[config.mk]
export PLATFORM = sky130hd
export DESIGN_NAME = keyword_token_scanner
export DESIGN_NICKNAME = d
export VERILOG_FILES = /design/src/hdl/kts_pkg.sv /design/src/hdl/kts_cell.sv /design/src/hdl/keyword_token_scanner.sv
export SDC_FILE = /design/constraint.sdc
export NUM_CORES = 2
export LEC_CHECK = 0
export BUFFER_PORTS_ARGS = -buffer_cell sky130_fd_sc_hd__buf_2
export CORE_UTILIZATION = 45
export CTS_BUF_LIST = sky130_fd_sc_hd__clkbuf_8
export CTS_CLUSTER_SIZE = 24
export DETAILED_ROUTE_END_ITERATION = 8
export HOLD_SLACK_MARGIN = 0.06
export SETUP_SLACK_MARGIN = 0.05
export SLEW_MARGIN = 25
export SYNTH_ARGS = -nofsm -noshare
export SYNTH_HDL_FRONTEND = slang
export SYNTH_HIERARCHICAL = 1
export SYNTH_SLANG_ARGS = --single-unit
[constraint.sdc]
create_clock -name aclk -period 39.3 [get_ports aclk]
set_input_delay 3.93 -clock aclk [delete_from_list [all_inputs] [get_ports aclk]]
set_output_delay 3.93 -clock aclk [all_outputs]
set_load 0.05 [all_outputs]
[src/hdl/kts_pkg.sv]
// kts_pkg: shared types and constants for the keyword token scanner.
// Used by kts_cell and keyword_token_scanner; no dependencies.
`default_nettype none
package kts_pkg;

    // fixed field widths of the stream words
    localparam int SLOT_W    = 5;
    localparam int POS_W     = 3;
    localparam int LEN_W     = 4;
    localparam int BYTE_W    = 8;
    localparam int GAP_OUT_W = 16;
    localparam int IDX_OUT_W = 5;
    localparam int S_DATA_W  = 24;
    localparam int M_DATA_W  = 32;

    // command codes (s_tuser)
    localparam logic CMD_LOAD = 1'b0;
    localparam logic CMD_DATA = 1'b1;

    // result kinds (m_tuser)
    localparam logic KIND_TOKEN = 1'b0;
    localparam logic KIND_DONE  = 1'b1;

    // priority chain status handed from cell to cell
    typedef struct packed {
        logic hit;   // an earlier slot matched
        logic stop;  // an earlier slot is empty: list has ended
    } kts_chain_t;

endpackage
`default_nettype wire

[src/hdl/kts_cell.sv]
// kts_cell: one pattern slot of the scanner; holds the pattern and its length,
// compares against the lookahead window and joins the priority chain.
// Depends on kts_pkg.
`default_nettype none
module kts_cell
    import kts_pkg::*;
#(
    parameter int CELL_IDX        = 0,
    parameter int IDX_W           = 5,
    parameter int MAX_PATTERN_LEN = 8,
    parameter int FILL_W          = 4
) (
    input  wire logic                          aclk,
    input  wire logic                          aresetn,
    input  wire logic                          wr_en,
    input  wire logic [POS_W-1:0]              wr_pos,
    input  wire logic [LEN_W-1:0]              wr_len,
    input  wire logic [BYTE_W-1:0]             wr_value,
    input  wire logic [MAX_PATTERN_LEN*BYTE_W-1:0] win,
    input  wire logic [FILL_W-1:0]             fill,
    input  wire kts_chain_t                    chain_in,
    input  wire logic [IDX_W-1:0]              idx_in,
    input  wire logic [LEN_W-1:0]              len_in,
    output kts_chain_t                         chain_out,
    output logic [IDX_W-1:0]                   idx_out,
    output logic [LEN_W-1:0]                   len_out
);

    logic [BYTE_W-1:0] pat_reg [MAX_PATTERN_LEN];
    logic [LEN_W-1:0]  len_reg;
    logic              match;

    // length clears on reset
    always_ff @(posedge aclk) begin
        if (!aresetn) begin
            len_reg <= '0;
        end else if (wr_en) begin
            len_reg <= wr_len;
        end
    end

    // pattern bytes, undefined until loaded
    always_ff @(posedge aclk) begin
        for (int i = 0; i < MAX_PATTERN_LEN; i++) begin
            if (wr_en && int'(wr_pos) == i) begin
                pat_reg[i] <= wr_value;
            end
        end
    end

    // compare the window head against the pattern
    always_comb begin
        match = (len_reg != '0) && (int'(len_reg) <= MAX_PATTERN_LEN)
                && (int'(len_reg) <= int'(fill));
        for (int i = 0; i < MAX_PATTERN_LEN; i++) begin
            if (i < int'(len_reg) && pat_reg[i] != win[i*BYTE_W +: BYTE_W]) begin
                match = 1'b0;
            end
        end
    end

    // lowest slot wins; an empty slot ends the list
    always_comb begin
        chain_out = chain_in;
        idx_out   = idx_in;
        len_out   = len_in;
        if (!chain_in.hit && !chain_in.stop) begin
            if (len_reg == '0) begin
                chain_out.stop = 1'b1;
            end else if (match) begin
                chain_out.hit = 1'b1;
                idx_out       = IDX_W'(CELL_IDX);
                len_out       = len_reg;
            end
        end
    end

endmodule
`default_nettype wire

[src/hdl/keyword_token_scanner.sv]
// keyword_token_scanner: top level; lookahead window, gap counter, result
// register and the row of pattern cells. Depends on kts_pkg and kts_cell.
//
//  port group | dir | tdata                              | tuser   | tlast
//  s_         | in  | slot,position,pattern_length,value | command | end_of_buffer
//  m_         | out | gap_length,token_index,token_length| kind    | last_result
//
// A data word enters the window; once the window is full, ST_STEP makes one
// decision before the next word is taken. The final byte of a buffer leads to
// ST_DRAIN: a decision per window position, then the done word. Each decision
// is one pass through the cell chain. Decisions stall while the result register
// is full and m_tready is low. Reset (aresetn, synchronous) clears slot lengths,
// window, counters and the result valid flag.
`default_nettype none
module keyword_token_scanner
    import kts_pkg::*;
#(
    parameter int NUM_PATTERNS    = 32,
    parameter int MAX_PATTERN_LEN = 8,
    parameter int GAP_WIDTH       = 16
) (
    input  wire logic                aclk,
    input  wire logic                aresetn,
    input  wire logic                s_tvalid,
    output logic                     s_tready,
    input  wire logic [S_DATA_W-1:0] s_tdata,  // slot, position, pattern_length, value
    input  wire logic                s_tuser,  // command
    input  wire logic                s_tlast,  // end_of_buffer
    output logic                     m_tvalid,
    input  wire logic                m_tready,
    output logic [M_DATA_W-1:0]      m_tdata,  // gap_length, token_index, token_length
    output logic                     m_tuser,  // kind
    output logic                     m_tlast   // last_result
);

    localparam int IDX_W  = (NUM_PATTERNS > 1) ? $clog2(NUM_PATTERNS) : 1;
    localparam int FILL_W = $clog2(MAX_PATTERN_LEN + 1);

    typedef enum logic [1:0] {
        ST_IDLE,
        ST_STEP,
        ST_DRAIN
    } state_t;

    state_t                 state_reg;
    logic [BYTE_W-1:0]      win_reg [MAX_PATTERN_LEN];
    logic [FILL_W-1:0]      fill_reg;
    logic [FILL_W-1:0]      skip_reg;
    logic [GAP_WIDTH-1:0]   gap_reg;
    logic                   m_valid_reg;
    logic                   m_kind_reg;
    logic                   m_last_reg;
    logic [GAP_OUT_W-1:0]   m_gap_reg;
    logic [IDX_OUT_W-1:0]   m_idx_reg;
    logic [LEN_W-1:0]       m_len_reg;

    // input word fields
    logic [SLOT_W-1:0]  in_slot;
    logic [POS_W-1:0]   in_pos;
    logic [LEN_W-1:0]   in_len;
    logic [BYTE_W-1:0]  in_value;

    assign in_slot  = s_tdata[SLOT_W-1:0];
    assign in_pos   = s_tdata[SLOT_W +: POS_W];
    assign in_len   = s_tdata[SLOT_W+POS_W +: LEN_W];
    assign in_value = s_tdata[SLOT_W+POS_W+LEN_W +: BYTE_W];

    logic s_fire, load_fire, data_fire, out_free, step_en;

    assign s_tready  = (state_reg == ST_IDLE);
    assign s_fire    = s_tvalid && s_tready;
    assign load_fire = s_fire && (s_tuser == CMD_LOAD);
    assign data_fire = s_fire && (s_tuser == CMD_DATA);
    assign out_free  = !m_valid_reg || m_tready;
    assign step_en   = out_free && (fill_reg != '0)
                       && (state_reg == ST_STEP || state_reg == ST_DRAIN);

    // flattened window for the cells
    logic [MAX_PATTERN_LEN*BYTE_W-1:0] win_flat;
    always_comb begin
        for (int i = 0; i < MAX_PATTERN_LEN; i++) begin
            win_flat[i*BYTE_W +: BYTE_W] = win_reg[i];
        end
    end

    // row of pattern cells with the priority chain
    kts_chain_t       chain [NUM_PATTERNS+1];
    logic [IDX_W-1:0] idx_c [NUM_PATTERNS+1];
    logic [LEN_W-1:0] len_c [NUM_PATTERNS+1];

    assign chain[0] = '0;
    assign idx_c[0] = '0;
    assign len_c[0] = '0;

    for (genvar g = 0; g < NUM_PATTERNS; g++) begin : g_cell
        logic wr_en;
        assign wr_en = load_fire && (int'(in_slot) == g);
        kts_cell #(
            .CELL_IDX        (g),
            .IDX_W           (IDX_W),
            .MAX_PATTERN_LEN (MAX_PATTERN_LEN),
            .FILL_W          (FILL_W)
        ) u_cell (
            .aclk      (aclk),
            .aresetn   (aresetn),
            .wr_en     (wr_en),
            .wr_pos    (in_pos),
            .wr_len    (in_len),
            .wr_value  (in_value),
            .win       (win_flat),
            .fill      (fill_reg),
            .chain_in  (chain[g]),
            .idx_in    (idx_c[g]),
            .len_in    (len_c[g]),
            .chain_out (chain[g+1]),
            .idx_out   (idx_c[g+1]),
            .len_out   (len_c[g+1])
        );
    end

    logic hit;
    assign hit = chain[NUM_PATTERNS].hit;

    // a token or done word is loaded into the result register this cycle
    logic out_load;
    assign out_load = (step_en && skip_reg == '0 && hit)
                      || (state_reg == ST_DRAIN && fill_reg == '0 && out_free);

    // result word valid flag
    always_ff @(posedge aclk) begin
        if (!aresetn) begin
            m_valid_reg <= 1'b0;
        end else if (out_load) begin
            m_valid_reg <= 1'b1;
        end else if (m_tready) begin
            m_valid_reg <= 1'b0;
        end
    end

    // control, window and result register
    always_ff @(posedge aclk) begin
        if (!aresetn) begin
            state_reg   <= ST_IDLE;
            fill_reg    <= '0;
            skip_reg    <= '0;
            gap_reg     <= '0;
            for (int i = 0; i < MAX_PATTERN_LEN; i++) begin
                win_reg[i] <= '0;
            end
        end else begin
            case (state_reg)
                ST_IDLE: begin
                    if (data_fire) begin
                        for (int i = 0; i < MAX_PATTERN_LEN; i++) begin
                            if (int'(fill_reg) == i) begin
                                win_reg[i] <= in_value;
                            end
                        end
                        fill_reg <= fill_reg + 1'b1;
                        if (s_tlast) begin
                            state_reg <= ST_DRAIN;
                        end else if (int'(fill_reg) + 1 >= MAX_PATTERN_LEN) begin
                            state_reg <= ST_STEP;
                        end
                    end
                end
                ST_STEP, ST_DRAIN: begin
                    if (step_en) begin
                        // decide the oldest position, then pop it
                        if (skip_reg != '0) begin
                            skip_reg <= skip_reg - 1'b1;
                        end else if (hit) begin
                            m_kind_reg  <= KIND_TOKEN;
                            m_last_reg  <= (state_reg == ST_STEP);
                            m_gap_reg   <= GAP_OUT_W'(gap_reg);
                            m_idx_reg   <= IDX_OUT_W'(idx_c[NUM_PATTERNS]);
                            m_len_reg   <= len_c[NUM_PATTERNS];
                            gap_reg     <= '0;
                            skip_reg    <= FILL_W'(len_c[NUM_PATTERNS] - 1'b1);
                        end else if (gap_reg != '1) begin
                            gap_reg <= gap_reg + 1'b1;
                        end
                        for (int i = 0; i < MAX_PATTERN_LEN - 1; i++) begin
                            win_reg[i] <= win_reg[i+1];
                        end
                        win_reg[MAX_PATTERN_LEN-1] <= '0;
                        fill_reg <= fill_reg - 1'b1;
                        if (state_reg == ST_STEP) begin
                            state_reg <= ST_IDLE;
                        end
                    end else if (state_reg == ST_DRAIN && fill_reg == '0 && out_free) begin
                        // buffer done word, then clear scan state
                        m_kind_reg  <= KIND_DONE;
                        m_last_reg  <= 1'b1;
                        m_gap_reg   <= GAP_OUT_W'(gap_reg);
                        m_idx_reg   <= '0;
                        m_len_reg   <= '0;
                        gap_reg     <= '0;
                        skip_reg    <= '0;
                        for (int i = 0; i < MAX_PATTERN_LEN; i++) begin
                            win_reg[i] <= '0;
                        end
                        state_reg   <= ST_IDLE;
                    end
                end
                default: begin
                    state_reg <= ST_IDLE;
                end
            endcase
        end
    end

    assign m_tvalid = m_valid_reg;
    assign m_tuser  = m_kind_reg;
    assign m_tlast  = m_last_reg;
    assign m_tdata  = {{(M_DATA_W-GAP_OUT_W-IDX_OUT_W-LEN_W){1'b0}},
                       m_len_reg, m_idx_reg, m_gap_reg};

endmodule
`default_nettype wire

After elaboration in Yosys (flattened, before gate mapping)
Memory sizes are Yosys's and may differ from the RTL's.
Cells that the tools add are included.
{"block": "word_totals", "wordCells": 3627, "input_bits": 30, "mem_bits_rw": 2112, "register_bits": 182, "output_inout_bits": 36, "mem_count": 33}
{"name": "g_cell[0].u_cell.pat_reg", "words": 8, "width": 8, "rd": 8, "rd_clocked_by_memory_dff": 0, "write_ports": 1, "line": "kts_cell.sv:29", "rtl": "logic [BYTE_W-1:0] pat_reg [MAX_PATTERN_LEN];"}
{"name": "g_cell[10].u_cell.pat_reg", "words": 8, "width": 8, "rd": 8, "rd_clocked_by_memory_dff": 0, "write_ports": 1, "line": "kts_cell.sv:29"}
{"name": "g_cell[11].u_cell.pat_reg", "words": 8, "width": 8, "rd": 8, "rd_clocked_by_memory_dff": 0, "write_ports": 1, "line": "kts_cell.sv:29"}
{"name": "g_cell[12].u_cell.pat_reg", "words": 8, "width": 8, "rd": 8, "rd_clocked_by_memory_dff": 0, "write_ports": 1, "line": "kts_cell.sv:29"}
{"name": "g_cell[13].u_cell.pat_reg", "words": 8, "width": 8, "rd": 8, "rd_clocked_by_memory_dff": 0, "write_ports": 1, "line": "kts_cell.sv:29"}
{"name": "g_cell[14].u_cell.pat_reg", "words": 8, "width": 8, "rd": 8, "rd_clocked_by_memory_dff": 0, "write_ports": 1, "line": "kts_cell.sv:29"}
{"name": "27 more memories"}
{"block": "op_classes", "reduce_logical": 1019, "bitwise": 25, "magnitude_cmp": 321, "n_eq_ne": 313, "addsub": 6, "mux": 1868}
{"operator": "8-bit inequality test", "n": 256}
{"operator": "8-bit two-way mux", "n": 248}
{"operator": "8-bit OR reduction", "n": 224}
{"operator": "1-bit two-way mux", "n": 1148}
{"operator": "3-bit two-way mux", "n": 224}
{"operator": "1-bit logical AND", "n": 648}
{"operator": "3-bit by 4-bit less-than comparator with 1-bit output, first input constant", "n": 128}
{"operator": "5-bit two-way mux", "n": 96}
{"operator": "4-bit two-way mux", "n": 104}
{"operator": "1-bit by 4-bit less-than comparator with 1-bit output, first input constant", "n": 64}
{"operator": "2-bit by 4-bit less-than comparator with 1-bit output, first input constant", "n": 64}
{"operator": "16-bit two-way mux", "n": 9}
{"operator": "4-bit zero test", "n": 35}
{"operator": "4-bit nonzero test", "n": 34}
{"operator": "4-bit <= comparator", "n": 32}
{"operator": "4-bit <= comparator, second input constant", "n": 32}
{"operator": "5-bit equality test, second input constant", "n": 16}
{"operator": "2-bit two-way mux", "n": 37}
{"operator": "1-bit zero test", "n": 63}
{"operator": "5-bit by 4-bit equality test with 1-bit output, second input constant", "n": 8}
{"operator": "1-bit bitwise OR", "n": 24}
{"operator": "5-bit by 3-bit equality test with 1-bit output, second input constant", "n": 4}
{"operator": "16-bit by 1-bit adder with 16-bit output, second input constant", "n": 1}
{"operator": "4-bit equality test, second input constant", "n": 4}
{"operator": "30 further kinds", "n": 49}

Longest topological paths before layout
{"block": "logic_depth", "ltp_word": 110, "ltp_mapped": 201, "depth_no_buf": 200}

Hierarchy
The synthesis kept the hierarchy.
{"mod": "kts_cell", "n_inst": 32, "seq_area_each_um2": 2001.9, "cells_per_inst": 219, "area_each_um2": 3131.8}
{"mod": "keyword_token_scanner", "n_inst": 1, "seq_area_each_um2": 2952.8, "cells_per_inst": 598, "area_each_um2": 5708.0}

Least setup slack after synthesis
Ideal clock, no wire load.
{"block": "synth_timing", "kind": "register -> register", "from": "mem win_reg[5][4], in the netlist win_reg[1][12]", "to": "reg m_gap_reg[0] (enable)", "required_time_ps": 38880, "synth_period_minus_slack_ps": 29482, "path_buffers": 0, "slack_ps": 9818, "arrival_time_ps": 29061, "setup_ps": 420, "path_stages_with_launch": 195, "cell_sequence": "dfxtp_1 > xnor2_1 > nand4_1 > o22ai_1 > nand4_1 > a21o_2 > or2b_1 > nor2_1 > nand3_1 > nor3_1 > nand4_1 > a21o_2 > or2b_1 > nor2_1 > nand3_1 > nor3_1 > nand4_1 > a21o_2 > [159 not listed] > nor3_1 > nand4_1 > a21o_2 > or2b_1 > nor2_1 > nand3_1 > nor3_1 > nand4_1 > a21o_2 > or2b_1 > nor2_1 > nand3_1 > nor3_1 > nand4_1 > a21o_2 > or2b_1 > nand3_1 > a21oi_1"}
{"item": "start: declaration", "line": "keyword_token_scanner.sv:46", "rtl": "logic [BYTE_W-1:0] win_reg [MAX_PATTERN_LEN];"}
{"item": "end signal: assignment", "line": "keyword_token_scanner.sv:175", "rtl": "m_gap_reg <= GAP_OUT_W'(gap_reg);"}
{"item": "end signal: assignment", "line": "keyword_token_scanner.sv:195", "rtl": "m_gap_reg <= GAP_OUT_W'(gap_reg);"}
{"item": "end: declaration", "line": "keyword_token_scanner.sv:53", "rtl": "logic [GAP_OUT_W-1:0] m_gap_reg;"}

==> impl_metrics.ini <==
[outcome]
status = finished clean

[synth]
synth_area_per_cell_um2 = 13.9
synth_area_um2 = 106000
yosys_warnings = 6
netlist_instances = 7605

[timing]
max_freq_mhz = 28.4
setup_tns_ns = 0
finalMaxSlewViolations = 0
setup_ws_ns = 4.14
slew_headroom_pct = 23.4
fin_crit_sh_pct = 89.5
worstMarginPinSlew_ns = 1.14
setup_viol = 0
skew_ns = 0.104
rsz0062_at_grt = false
fin_crit_ns = 35.16
hold_violations = 0

[global_routing]
grt_pass1_vias = 65600
gr-total-overflow = 0
grt_max_degree = 108
antenna_found_initial = 14
grt_pass1_wl_um = 509000
grt_use_total_pct = 30.9

[detailed_routing]
viasPerCell = 5.89
drt_wl_total_um = 370000
wl_per_cell_um = 31.7
vias = 68800
first_pass_iters = 8
ant_nets = 0
route.detailed.drc = 0
drtIter0Drc = 8572

[cts]
cts_setup_buffers = 0
worst_skew_pair.late_latency_ns = 1.14
cts_sinks = 2294
cts_resized = 0
ctsHoldBuffers = 0
clockBufferDepth = 4
tritoncts = yes
htree_levels = 5
cts_root_buf = clkbuf_8
cts-buffers-inserted = 395
path_clk_slew_ns = 0.06

[min_path]
hold_path_class = flip-flop to flip-flop

[floorplanning]
initial_utilization_pct = 45.4
die_h_um = 487
io_pins = 66
dieArea_um2 = 237000
die_w_um = 487
design.core.area_um2 = 233000
row_count = 177

[critical_path]
start_kind = flip-flop
arrival_ns = 36.15
critical_path_class = flip-flop to flip-flop
worstPathMaxFanout = 18
cp-end-kind = flip-flop
required_ns = 40.29
cpPeakStageDelay_ns = 0.62
slowest_stage = and4_1

[placed_design]
dpl.hpwl_um = 228000
io_buffers = 54
pre_cts_ws_ns = 4.98
placed_area_um2 = 112000
place.gp.congestion = 0.954

[pwr]
total_power_mw = 6.58
netSwitchingPower_mw = 2.27
pwr-share-comb_pct = 27.1
leakage_nw = 39.3
peakVddDrop_v = 0.0000392
p_sw_share_pct = 34.5
clkPwrFrac_pct = 30.5
power-per-cell-area_nw_per_um2 = 55.1
pwr-share-seq_pct = 42.4
power.internal_mw = 4.31

[job]
cap_violations = 0

[cells_and_area]
final_common_cell = edfxtp_1
finish.utilization_pct = 51.2
final_nets = 8401
largest_reg_flops = 2048
syn2layout_area_growth_pct = 12.7
drive_gt1_share_pct = 13.3
final_cell_mix = 2107 x edfxtp_1, 1284 x xnor2_1, 768 x xor2_1
fin_area_um2 = 119000
fillers = 19700
==> power groups by stage <==
stage	clock network (mW)	registers, mW	logic [mW]
floorplan	0	3.01	0.765
global placement	0	2.83	1.72
detailed placement	0	2.83	1.75
CTS	2.03	2.78	1.75
global route	2.14	2.78	1.85
finish	2.01	2.79	1.79
==> area by class of cell <==
type	count	area (µm²)	share of cell area (%)
clock inverter	281	1310	1.10
inverter	139	522	0.437
clock buffer	421	5790	4.85
antenna	8	20.0	0.0168
tap	3132	3920	3.28
timing repair buffer	286	2250	1.89
sequential	2294	67100	56.2
multi-input combinational	5119	38500	32.2
==> worst max-delay path, delay by kind of cell, from the launching register on <==
| family | cells | cell delay [ns] |
|---|---|---|
| AND/OR/NAND/NOR | 163 | 26.40 |
| AO/OA/AOI/OAI | 33 | 7.76 |
| flip-flops | 1 | 0.38 |
| buffers and inverters | 1 | 0.26 |
| XOR/XNOR | 1 | 0.20 |
==> metal layers <==
layer | wire length, µm | global-route usage (%) | vias up
met2 | 163000 | 46.7 | 3683
li1 | - | - | 29300
met3 | 40100 | 7.84 | 789
met4 | 16800 | 13.2 | 4
met1 | 150000 | 42.0 | 35100
met5 | 34 | 0 | -
==> path summary, 6_finish.rpt <==
| check | depth (start not counted) | slack [ns] | start | to |
|---|---|---|---|---|
| hold reg to reg | 0 | 0.49 | gap_reg[10] | m_gap_reg[10] |
| setup / recovery | 198 | 4.14 | win_reg[0][21] | gap_reg[3] |
| setup reg to reg | 198 | 4.14 | win_reg[0][21] | gap_reg[3] |
| hold / removal | 0 | 0.49 | gap_reg[10] | m_gap_reg[10] |
==> through the flow <==
stage / hold slack (ns) / cells
2_1_floorplan: 0.430 / 7625
3_3_place_gp: 0.470 / 11000
3_5_place_dp: 0.472 / 11000
4_1_cts: 0.485 / 11700
5_1_grt: 0.506 / 11700
6_report: 0.487 / 11700
Power figures use the tool's default switching activity.
